### config.mk
export PLATFORM = sky130hd
export DESIGN_NAME = weighted_round_robin_event_scheduler_flat
export DESIGN_NICKNAME = d
export VERILOG_FILES = /design/src/rtl/wrr_evs_pkg.sv /design/src/rtl/wrr_evs_ifs.sv /design/src/rtl/wrr_evs_ram.sv /design/src/rtl/weighted_round_robin_event_scheduler.sv /design/src/flat_wrapper.sv
export SDC_FILE = /design/constraint.sdc
export NUM_CORES = 1
export LEC_CHECK = 0
export BUFFER_PORTS_ARGS = -buffer_cell sky130_fd_sc_hd__buf_4
export CORE_MARGIN = 1
export CORE_UTILIZATION = 55
export DETAILED_ROUTE_END_ITERATION = 7
export MAX_ROUTING_LAYER = met4
export PLACE_DENSITY_LB_ADDON = 0.1
export SLEW_MARGIN = 20
export SYNTH_ARGS = -nofsm -noshare
export SYNTH_HDL_FRONTEND = slang
export SYNTH_SLANG_ARGS = --single-unit
### constraint.sdc
create_clock -name clk -period 9.8 [get_ports clk]
set_clock_uncertainty 0.15 [all_clocks]
set_input_delay 0 -clock clk [delete_from_list [all_inputs] [get_ports clk]]
set_output_delay 0 -clock clk [all_outputs]
set_load 0.05 [all_outputs]
### src/rtl/wrr_evs_pkg.sv
`timescale 1ns / 1ps
`default_nettype none

package wrr_evs_pkg;

  // sizing
  localparam int NUM_QUEUES = 8;
  localparam int MAX_EVENTS = 255;
  localparam int QADDR_W    = $clog2(NUM_QUEUES);
  localparam int QIDX_W     = 3;
  localparam int REQ_W      = 3;
  localparam int CRED_W     = 8;
  localparam int CNT_W      = 8;
  localparam int TOT_W      = 11;
  localparam int WEIGHTS_W  = 64;
  localparam int LIST_DEPTH = 8;
  localparam int LIST_IDX_W = 3;
  localparam int LEN_W      = 4;

  // request kinds
  typedef enum logic [REQ_W-1:0] {
    REQ_POST   = 3'd0,
    REQ_PICK   = 3'd1,
    REQ_PAUSE  = 3'd2,
    REQ_RESUME = 3'd3,
    REQ_DEACT  = 3'd4
  } req_kind_t;

  // per-queue entry held in the queue memory
  typedef struct packed {
    logic [CNT_W-1:0]  count;
    logic [CRED_W-1:0] credit;
  } qentry_t;

  localparam int QENTRY_W = CNT_W + CRED_W;

  typedef enum logic [3:0] {
    S_IDLE,
    S_EXEC,
    S_PK_RD,
    S_PK_EV,
    S_RL_CHK,
    S_RL_RD,
    S_RL_WR,
    S_DONE
  } state_t;

endpackage

`default_nettype wire

### src/rtl/wrr_evs_ifs.sv
`timescale 1ns / 1ps
`default_nettype none

// request channel
interface wrr_evs_req_if;
  import wrr_evs_pkg::*;
  logic                  valid;
  logic                  ready;
  logic [REQ_W-1:0]      req_type;
  logic [QIDX_W-1:0]     queue_index;
  modport source (output valid, req_type, queue_index, input ready);
  modport sink   (input valid, req_type, queue_index, output ready);
endinterface

// result channel
interface wrr_evs_res_if;
  import wrr_evs_pkg::*;
  logic                  valid;
  logic                  ready;
  logic                  grant_valid;
  logic [QIDX_W-1:0]     grant_queue;
  logic [TOT_W-1:0]      total_credit;
  logic                  status;
  modport source (output valid, grant_valid, grant_queue, total_credit, status,
                  input ready);
  modport sink   (input valid, grant_valid, grant_queue, total_credit, status,
                  output ready);
endinterface

// weight register write channel
interface wrr_evs_cfg_if;
  import wrr_evs_pkg::*;
  logic                  valid;
  logic                  ready;
  logic [WEIGHTS_W-1:0]  queue_weights;
  modport source (output valid, queue_weights, input ready);
  modport sink   (input valid, queue_weights, output ready);
endinterface

`default_nettype wire

### src/rtl/wrr_evs_ram.sv
`timescale 1ns / 1ps
`default_nettype none

module wrr_evs_ram #(
  parameter int WIDTH = 16,
  parameter int DEPTH = 8
) (
  input  wire logic                     clk,
  input  wire logic                     we,
  input  wire logic [$clog2(DEPTH)-1:0] waddr,
  input  wire logic [WIDTH-1:0]         wdata,
  input  wire logic [$clog2(DEPTH)-1:0] raddr,
  output      logic [WIDTH-1:0]         rdata
);

  logic [WIDTH-1:0] mem [DEPTH];

  // one write port, registered read (old data on collision)
  always_ff @(posedge clk) begin
    if (we) begin
      mem[waddr] <= wdata;
    end
    rdata <= mem[raddr];
  end

endmodule

`default_nettype wire

### src/rtl/weighted_round_robin_event_scheduler.sv
`timescale 1ns / 1ps
`default_nettype none

// Weighted round-robin scheduler over eight event queues. Each request gives
// exactly one result carrying the grant, the remaining total credit and a
// queue-full flag. Count and credit of every queue live in a small memory with
// a registered read; the activation order and the paused/active flags are
// registers. One request is handled at a time. Post, pause, resume and
// deactivate go through a memory read, an execute step and the result
// hand-off, the result reaching the output register at the hand-off; an
// unknown kind skips the read and execute steps. A pick examines the listed
// queues in order until a grant (up to 8 of them), and reloads every listed
// queue when the total credit runs out; every examined or reloaded queue
// costs one memory read and one evaluate or write step. A new request is taken
// as soon as the result is in the output register, even if it has not been
// taken yet; while an older result still waits there, the request holds in its
// hand-off step until the output register frees up.
module weighted_round_robin_event_scheduler (
  input wire logic     clk,
  input wire logic     rst_n,
  wrr_evs_req_if.sink  in_ch,
  wrr_evs_res_if.source out_ch,
  wrr_evs_cfg_if.sink  cfg_ch
);
  import wrr_evs_pkg::*;

  localparam logic [LEN_W-1:0] NQ_L     = LEN_W'(NUM_QUEUES);
  localparam logic [LEN_W-1:0] DEPTH_L  = LEN_W'(LIST_DEPTH);
  localparam logic [CNT_W-1:0] MAX_CNT  = CNT_W'(MAX_EVENTS);

  state_t                  state_r, state_nxt;
  logic [REQ_W-1:0]        req_r, req_nxt;
  logic [QIDX_W-1:0]       q_r, q_nxt;
  logic [LIST_IDX_W-1:0]   idx_r, idx_nxt;
  logic [QIDX_W-1:0]       cand_r, cand_nxt;
  logic [LEN_W-1:0]        len_r, len_nxt;
  logic [TOT_W-1:0]        total_r, total_nxt;
  logic [NUM_QUEUES-1:0]   active_r, active_nxt;
  logic [NUM_QUEUES-1:0]   paused_r, paused_nxt;
  logic [NUM_QUEUES-1:0]   qv_r, qv_nxt;
  logic [WEIGHTS_W-1:0]    weights_r, weights_nxt;
  logic [QIDX_W-1:0]       order_r [LIST_DEPTH];
  logic [QIDX_W-1:0]       order_nxt [LIST_DEPTH];
  logic [QIDX_W-1:0]       rm_list [LIST_DEPTH];
  logic                    res_gv_r, res_gv_nxt;
  logic [QIDX_W-1:0]       res_gq_r, res_gq_nxt;
  logic                    res_st_r, res_st_nxt;
  logic                    out_valid_r, out_valid_nxt;
  logic                    out_gv_r, out_gv_nxt;
  logic [QIDX_W-1:0]       out_gq_r, out_gq_nxt;
  logic [TOT_W-1:0]        out_tot_r, out_tot_nxt;
  logic                    out_st_r, out_st_nxt;
  logic                    rd_ok_r;

  // queue memory port signals
  logic                    q_we;
  logic [QADDR_W-1:0]      q_waddr;
  qentry_t                 q_wdata;
  logic [QADDR_W-1:0]      q_raddr;
  logic [QENTRY_W-1:0]     q_rdata;
  qentry_t                 q_ent;

  logic [QIDX_W-1:0]       rm_q;
  logic                    do_rm;
  logic [QADDR_W-1:0]      qa;
  logic [QADDR_W-1:0]      ca;
  logic [CRED_W-1:0]       w_q;
  logic [CRED_W-1:0]       w_c;
  logic [CRED_W-1:0]       new_cr;
  logic [CNT_W-1:0]        new_cnt;
  logic                    kind_ok;
  logic                    qok_in;
  logic                    last_idx;

  function automatic logic [TOT_W-1:0] sat_sub(input logic [TOT_W-1:0] a,
                                               input logic [TOT_W-1:0] b);
    sat_sub = (a > b) ? (a - b) : '0;
  endfunction

  wrr_evs_ram #(
    .WIDTH (QENTRY_W),
    .DEPTH (NUM_QUEUES)
  ) u_qram (
    .clk   (clk),
    .we    (q_we),
    .waddr (q_waddr),
    .wdata (q_wdata),
    .raddr (q_raddr),
    .rdata (q_rdata)
  );

  // never-written entries read as zero
  assign q_ent = rd_ok_r ? qentry_t'(q_rdata) : '0;

  assign qa       = q_r[QADDR_W-1:0];
  assign ca       = cand_r[QADDR_W-1:0];
  assign w_q      = weights_r[{q_r, 3'b000} +: CRED_W];
  assign w_c      = weights_r[{cand_r, 3'b000} +: CRED_W];
  assign last_idx = (LEN_W'({1'b0, idx_r}) + LEN_W'(1)) >= len_r;
  assign qok_in   = {1'b0, in_ch.queue_index} < NQ_L;
  assign kind_ok  = (in_ch.req_type == REQ_POST) || (in_ch.req_type == REQ_PAUSE) ||
                    (in_ch.req_type == REQ_RESUME) || (in_ch.req_type == REQ_DEACT);

  // memory read address
  always_comb begin
    unique case (state_r)
      S_PK_RD, S_RL_RD: q_raddr = order_r[idx_r][QADDR_W-1:0];
      default:          q_raddr = in_ch.queue_index[QADDR_W-1:0];
    endcase
  end

  // order list with one queue taken out, later entries move up
  assign rm_q = (state_r == S_PK_EV) ? cand_r : q_r;
  always_comb begin
    logic seen;
    seen = 1'b0;
    for (int j = 0; j < LIST_DEPTH; j++) begin
      if ((order_r[j] == rm_q) && (LEN_W'(j) < len_r)) begin
        seen = 1'b1;
      end
      if (seen && (j < LIST_DEPTH - 1)) begin
        rm_list[j] = order_r[(j + 1) % LIST_DEPTH];
      end else begin
        rm_list[j] = order_r[j];
      end
    end
  end

  // sequencer: next state, memory writes and result
  always_comb begin
    state_nxt   = state_r;
    req_nxt     = req_r;
    q_nxt       = q_r;
    idx_nxt     = idx_r;
    cand_nxt    = cand_r;
    len_nxt     = len_r;
    total_nxt   = total_r;
    active_nxt  = active_r;
    paused_nxt  = paused_r;
    weights_nxt = weights_r;
    order_nxt   = order_r;
    res_gv_nxt  = res_gv_r;
    res_gq_nxt  = res_gq_r;
    res_st_nxt  = res_st_r;
    out_gv_nxt  = out_gv_r;
    out_gq_nxt  = out_gq_r;
    out_tot_nxt = out_tot_r;
    out_st_nxt  = out_st_r;
    out_valid_nxt = out_valid_r && !out_ch.ready;
    q_we        = 1'b0;
    q_waddr     = qa;
    q_wdata     = '0;
    do_rm       = 1'b0;
    new_cr      = q_ent.credit;
    new_cnt     = q_ent.count;

    if (cfg_ch.valid) begin
      weights_nxt = cfg_ch.queue_weights;
    end

    unique case (state_r)
      S_IDLE: begin
        if (in_ch.valid) begin
          req_nxt    = in_ch.req_type;
          q_nxt      = in_ch.queue_index;
          idx_nxt    = '0;
          res_gv_nxt = 1'b0;
          res_gq_nxt = '0;
          res_st_nxt = 1'b0;
          if (in_ch.req_type == REQ_PICK) begin
            state_nxt = (len_r == '0) ? S_RL_CHK : S_PK_RD;
          end else if (kind_ok && qok_in) begin
            state_nxt = S_EXEC;
          end else begin
            state_nxt = S_DONE;
          end
        end
      end

      // single-queue requests, entry data is here
      S_EXEC: begin
        state_nxt = S_DONE;
        unique case (req_r)
          REQ_POST: begin
            if (q_ent.count >= MAX_CNT) begin
              res_st_nxt = 1'b1;
            end else begin
              new_cnt = q_ent.count + CNT_W'(1);
              if (!active_r[qa] && (len_r < DEPTH_L)) begin
                new_cr = w_q;
                if (!paused_r[qa]) begin
                  total_nxt = total_r + TOT_W'(w_q);
                end
                order_nxt[len_r[LIST_IDX_W-1:0]] = q_r;
                len_nxt        = len_r + LEN_W'(1);
                active_nxt[qa] = 1'b1;
              end
              q_we    = 1'b1;
              q_wdata = '{count: new_cnt, credit: new_cr};
            end
          end
          REQ_PAUSE: begin
            if (!paused_r[qa]) begin
              paused_nxt[qa] = 1'b1;
              if (active_r[qa]) begin
                total_nxt = sat_sub(total_r, TOT_W'(q_ent.credit));
              end
            end
          end
          REQ_RESUME: begin
            if (paused_r[qa]) begin
              paused_nxt[qa] = 1'b0;
              if (active_r[qa]) begin
                total_nxt = total_r + TOT_W'(q_ent.credit);
              end
            end
          end
          REQ_DEACT: begin
            if ((q_ent.count == '0) && active_r[qa]) begin
              if (!paused_r[qa]) begin
                total_nxt = sat_sub(total_r, TOT_W'(q_ent.credit));
              end
              q_we           = 1'b1;
              q_wdata        = '0;
              active_nxt[qa] = 1'b0;
              do_rm          = 1'b1;
            end
          end
          default: ;
        endcase
      end

      // pick walk: fetch next listed queue
      S_PK_RD: begin
        cand_nxt  = order_r[idx_r];
        state_nxt = S_PK_EV;
      end

      S_PK_EV: begin
        if (!paused_r[ca] && (q_ent.credit != '0)) begin
          res_gv_nxt = 1'b1;
          res_gq_nxt = cand_r;
          new_cnt    = (q_ent.count != '0) ? q_ent.count - CNT_W'(1) : '0;
          q_we       = 1'b1;
          q_waddr    = ca;
          if (new_cnt == '0) begin
            // emptied: spent credit and the rest leave the total together
            total_nxt      = sat_sub(total_r, TOT_W'(q_ent.credit));
            q_wdata        = '0;
            active_nxt[ca] = 1'b0;
            do_rm          = 1'b1;
          end else begin
            total_nxt = sat_sub(total_r, TOT_W'(1));
            q_wdata   = '{count: new_cnt, credit: q_ent.credit - CRED_W'(1)};
          end
          state_nxt = S_RL_CHK;
        end else if (last_idx) begin
          state_nxt = S_RL_CHK;
        end else begin
          idx_nxt   = idx_r + LIST_IDX_W'(1);
          state_nxt = S_PK_RD;
        end
      end

      S_RL_CHK: begin
        if ((total_r == '0) && (len_r != '0)) begin
          idx_nxt   = '0;
          state_nxt = S_RL_RD;
        end else begin
          state_nxt = S_DONE;
        end
      end

      // reload walk: read entry, then rewrite credit keeping the count
      S_RL_RD: begin
        cand_nxt  = order_r[idx_r];
        state_nxt = S_RL_WR;
      end

      S_RL_WR: begin
        q_we    = 1'b1;
        q_waddr = ca;
        q_wdata = '{count: q_ent.count, credit: w_c};
        if (!paused_r[ca]) begin
          total_nxt = total_r + TOT_W'(w_c);
        end
        if (last_idx) begin
          state_nxt = S_DONE;
        end else begin
          idx_nxt   = idx_r + LIST_IDX_W'(1);
          state_nxt = S_RL_RD;
        end
      end

      // hand the result to the output register
      S_DONE: begin
        if (!out_valid_r || out_ch.ready) begin
          out_valid_nxt = 1'b1;
          out_gv_nxt    = res_gv_r;
          out_gq_nxt    = res_gq_r;
          out_tot_nxt   = total_r;
          out_st_nxt    = res_st_r;
          state_nxt     = S_IDLE;
        end
      end

      default: state_nxt = S_IDLE;
    endcase

    if (do_rm) begin
      order_nxt = rm_list;
      len_nxt   = len_r - LEN_W'(1);
    end
  end

  // entry valid bits follow memory writes
  always_comb begin
    qv_nxt = qv_r;
    if (q_we) begin
      qv_nxt[q_waddr] = 1'b1;
    end
  end

  // control state
  always_ff @(posedge clk) begin
    if (!rst_n) begin
      state_r     <= S_IDLE;
      len_r       <= '0;
      total_r     <= '0;
      active_r    <= '0;
      paused_r    <= '0;
      qv_r        <= '0;
      weights_r   <= '0;
      out_valid_r <= 1'b0;
    end else begin
      state_r     <= state_nxt;
      len_r       <= len_nxt;
      total_r     <= total_nxt;
      active_r    <= active_nxt;
      paused_r    <= paused_nxt;
      qv_r        <= qv_nxt;
      weights_r   <= weights_nxt;
      out_valid_r <= out_valid_nxt;
    end
  end

  // payload and working registers
  always_ff @(posedge clk) begin
    req_r     <= req_nxt;
    q_r       <= q_nxt;
    idx_r     <= idx_nxt;
    cand_r    <= cand_nxt;
    order_r   <= order_nxt;
    res_gv_r  <= res_gv_nxt;
    res_gq_r  <= res_gq_nxt;
    res_st_r  <= res_st_nxt;
    out_gv_r  <= out_gv_nxt;
    out_gq_r  <= out_gq_nxt;
    out_tot_r <= out_tot_nxt;
    out_st_r  <= out_st_nxt;
    rd_ok_r   <= qv_r[q_raddr];
  end

  // channel outputs
  assign in_ch.ready         = (state_r == S_IDLE);
  assign cfg_ch.ready        = 1'b1;
  assign out_ch.valid        = out_valid_r;
  assign out_ch.grant_valid  = out_gv_r;
  assign out_ch.grant_queue  = out_gq_r;
  assign out_ch.total_credit = out_tot_r;
  assign out_ch.status       = out_st_r;

endmodule

`default_nettype wire
### src/flat_wrapper.sv
// flat-port wrapper written by rule: the top's interface ports become plain ports
module weighted_round_robin_event_scheduler_flat import wrr_evs_pkg::*;
  (clk, rst_n, in_ch_valid, in_ch_req_type, in_ch_queue_index, in_ch_ready, out_ch_valid, out_ch_grant_valid, out_ch_grant_queue, out_ch_total_credit, out_ch_status, out_ch_ready, cfg_ch_valid, cfg_ch_queue_weights, cfg_ch_ready);
  wrr_evs_req_if in_ch_i ();
  wrr_evs_res_if out_ch_i ();
  wrr_evs_cfg_if cfg_ch_i ();
  input wire logic clk;
  input wire logic rst_n;
  input wire logic [$bits(in_ch_i.valid)-1:0] in_ch_valid;
  input wire logic [$bits(in_ch_i.req_type)-1:0] in_ch_req_type;
  input wire logic [$bits(in_ch_i.queue_index)-1:0] in_ch_queue_index;
  output wire logic [$bits(in_ch_i.ready)-1:0] in_ch_ready;
  output wire logic [$bits(out_ch_i.valid)-1:0] out_ch_valid;
  output wire logic [$bits(out_ch_i.grant_valid)-1:0] out_ch_grant_valid;
  output wire logic [$bits(out_ch_i.grant_queue)-1:0] out_ch_grant_queue;
  output wire logic [$bits(out_ch_i.total_credit)-1:0] out_ch_total_credit;
  output wire logic [$bits(out_ch_i.status)-1:0] out_ch_status;
  input wire logic [$bits(out_ch_i.ready)-1:0] out_ch_ready;
  input wire logic [$bits(cfg_ch_i.valid)-1:0] cfg_ch_valid;
  input wire logic [$bits(cfg_ch_i.queue_weights)-1:0] cfg_ch_queue_weights;
  output wire logic [$bits(cfg_ch_i.ready)-1:0] cfg_ch_ready;
  assign in_ch_i.valid = in_ch_valid;
  assign in_ch_i.req_type = in_ch_req_type;
  assign in_ch_i.queue_index = in_ch_queue_index;
  assign in_ch_ready = in_ch_i.ready;
  assign out_ch_valid = out_ch_i.valid;
  assign out_ch_grant_valid = out_ch_i.grant_valid;
  assign out_ch_grant_queue = out_ch_i.grant_queue;
  assign out_ch_total_credit = out_ch_i.total_credit;
  assign out_ch_status = out_ch_i.status;
  assign out_ch_i.ready = out_ch_ready;
  assign cfg_ch_i.valid = cfg_ch_valid;
  assign cfg_ch_i.queue_weights = cfg_ch_queue_weights;
  assign cfg_ch_ready = cfg_ch_i.ready;
  weighted_round_robin_event_scheduler u_core (.clk(clk), .rst_n(rst_n), .in_ch(in_ch_i), .out_ch(out_ch_i), .cfg_ch(cfg_ch_i));
endmodule
==> out/qor.txt <==
CP max FO: 20
Iteration count of the initial detailed-routing pass: 8
Post-synth top flop: edfxtp_1
Max incr delay on CP: 0.58 ns
# setup viols final: 0
Crit path cell chain: buf_4, nor2b_1, nor2b_1, a22oi_1, and3_1, a21oi_1, ha_1, inv_1, fa_1, nand2b_1, a21oi_1, o311ai_0, a21oi_1, a22o_1, o21bai_1, o32ai_1, a211oi_1
CP delay by family, top: compound AO/OA/AOI/OAI gates
Crit. Startpoint: u_core.q_r[2]
Placed instance area: 17400 um2
Register area share after synthesis: 0.490
Routed Wire Length: 44.9 mm
Initial antenna violation count: 0
Initial DRC Count: 1189
Final Max Tran Viols: 0
Core box area: 29000 um2
Hold Path Origin: in_ch_req_type[0]
CTS tree: built
Cell count after synthesis: 1447
Register area: 8040 um2
Die H: 175 um
EDFF count, synth: 185
Multi-input gate area: 7920 um2
Syn-to-layout area delta: 17.2%
N_diodes: 0
Post-synthesis mux area share: 0.153
Worst path most repeated cell: a21oi_1
Asr flop ratio synth: 0
Final antenna-violating net count: 0
Nets: 1700
Layout cells sized above 1: 0.169
Kind of critical path: reg2reg
Post-DP HPWL: 30.7 mm
Gpl congestion: 0.906
CP max-delay cell: edfxtp_1
Width of the chip: 175 um
Crit share post-route: 0.508
Dpl ws: 5.08 ns
Max_slew headroom: 0.297
Final Hold Fails: 0
Ys Warns: 0
Final min period: 4.97 ns
Status: finished, final reports clean
Post-Synth Simple-Gate Area: 0.129
Compound-Gate Fraction of Synth Area: 0.138
CTS Buf Count: 34
Global-route wire length before repair: 69.7 mm
Worst-Skew Late Latency: 0.53 ns
Setup crit end kind: register
Fin util: 0.662
Max-cap check violation count: 0
Worst Path Buf+Inv: 2
Syn_nets: 1563
Vias after detailed routing: 12500
Layout fillers: 2234
Launching point of the worst reg2reg path: u_core.q_r[2]
Vias in the first global route: 12300
Finished Layout Cells: 1993
Avg Inst Size Synth: 11.3 um2
Number of port buffers: 92
Most common cell after layout, fill and taps aside: edfxtp_1
WP data arrival: 5.25 ns
Final setup margin: 4.83 ns
Clk sinks: 309
DRC Markers: 0
Largest family of logic cells by synthesized area: multiplexers
Yosys reg bits: 309
Syn Std Cell Area: 16400 um2
Cell area after layout: 19200 um2
Synth Area in XOR/XNOR: 0.0278
Wire per inst: 22.5 um
# rows: 62
Fmax: 201 MHz
VDD IR-drop max: 188 uV
Inst Count DP: 1858
Pin count of the biggest net entering global routing: 108
Via/cell ratio: 6.28
Total track usage: 0.304
Grt ovf: 0
Clock Tree Root: clkbuf_16
Adder-Cell Fraction of Synth Area: 0.0327
Die area: 30500 um2
Yosys cell types: 83
Worst endpoint required time: 10.07 ns
CP Launch Type: register
Post-CTS resize count: 0
Final TNS setup: 0 ns
PwrDens: 232 nW/um2
Initial core utilization: 0.565
Clk pin slew, worst setup/hold paths: 0.06 ns
Clk buf depth: 3
HP Class: in2reg
RSZ-0062 raised after global routing: no
Worst slew pin tran: 1.05 ns
Ports: 94
Commonest non-fill, non-tap cells in the layout: edfxtp_1, dfxtp_1, buf_4
H-tree Lvls: 2
Leakage: 0.00689 uW
==> cell usage after synthesis (all sizes together) (9+ instances only) <==
cell type / number / share of area
a211oi: 19 / 0.0090
a21boi: 10 / 0.0046
a21o: 9 / 0.0041
a21oi: 87 / 0.027
a221oi: 11 / 0.0059
a22oi: 17 / 0.0084
a31oi: 12 / 0.0046
and3: 9 / 0.0034
buf: 22 / 0.0082
clkbuf: 66 / 0.015
dfxtp: 124 / 0.15
edfxtp: 185 / 0.34
ha: 38 / 0.029
inv: 26 / 0.0060
mux2: 34 / 0.023
mux2i: 90 / 0.055
mux4: 54 / 0.074
nand2: 112 / 0.026
nand2b: 11 / 0.0042
nand3: 34 / 0.011
nand4: 11 / 0.0042
nor2: 74 / 0.018
nor2b: 84 / 0.032
nor3: 24 / 0.0080
o21a: 15 / 0.0069
o21ai: 82 / 0.025
o21bai: 10 / 0.0046
o221ai: 9 / 0.0048
o31ai: 9 / 0.0041
xnor2: 32 / 0.017
xor2: 20 / 0.011
==> flip-flops by register name, summed over array words and instances, names as in the netlist, 3 cells and up, named ones only <==
signal,count
u_core.out_ch.total_credit,11
u_core.out_ch.grant_queue,3
u_core.ca,3
u_core.order_r,24
u_core.idx_r,3
u_core.state_r,3
u_core.q_r,3
u_core.len_r,4
u_core.total_r,11
u_core.u_qram.rdata,16
u_core.u_qram.mem,128
u_core.weights_r,64
u_core.qv_r,8
u_core.res_gq_r,3
u_core.req_r,3
==> kinds of logic after synthesis <==
family	count (synthesis)
and+or+nand+nor	410
AOI/OAI and AO/OA	342
DFF	309
muxes	178
buffers and inverters	114
xor gates and xnor gates	52
adders and majority gates	41
other	1
==> where the power goes <==
group / internal (uW) / switching (uW) / total (uW)
logic: 635 / 866 / 1500
registers: 1520 / 206 / 1730
clock network: 717 / 513 / 1230
total: 2870 / 1590 / 4460
==> what timing repair did <==
item                       CTS  global route
setup endpoints to repair    0             0
hold buffers                74             0
hold endpoints to repair    94             0
buffers inserted             0             0
==> area by class of cell <==
cell class | instances | share of cell area
repair buffers | 189 | 0.0835
multi-input cells | 1024 | 0.412
clock inverters | 7 | 0.00527
clock buffers | 54 | 0.0508
flip-flops and latches | 309 | 0.418
inverters | 26 | 0.00508
well taps | 384 | 0.0250
==> per-stage QoR <==
step	power [uW]	hold WS, ns
2_1_floorplan	2770	-0.0511
3_3_place_gp	3180	0.0679
3_5_place_dp	3190	0.0645
4_1_cts	4450	0.0730
5_1_grt	4660	0.0961
6_report	4460	0.0993
==> per-layer routing <==
| metal | global-route usage | share of wire |
|---|---|---|
| met1 | 0.415 | 0.44 |
| met2 | 0.478 | 0.46 |
| met3 | 0.0376 | 0.076 |
| met4 | 0.0909 | 0.028 |
| met5 | - | 0 |
==> path summary, 6_finish.rpt <==
path / endpoint / slack (ns) / cells past startpoint
worst min register to register: u_core.out_ch.grant_queue[2] / 0.28 / 0
worst min-delay path: u_core.req_r[0] / 0.1 / 2
worst max-delay path: u_core.total_r[8] / 4.83 / 17
worst max register to register: u_core.total_r[8] / 4.83 / 17
Note: power is estimated with default switching activity, not from simulation.
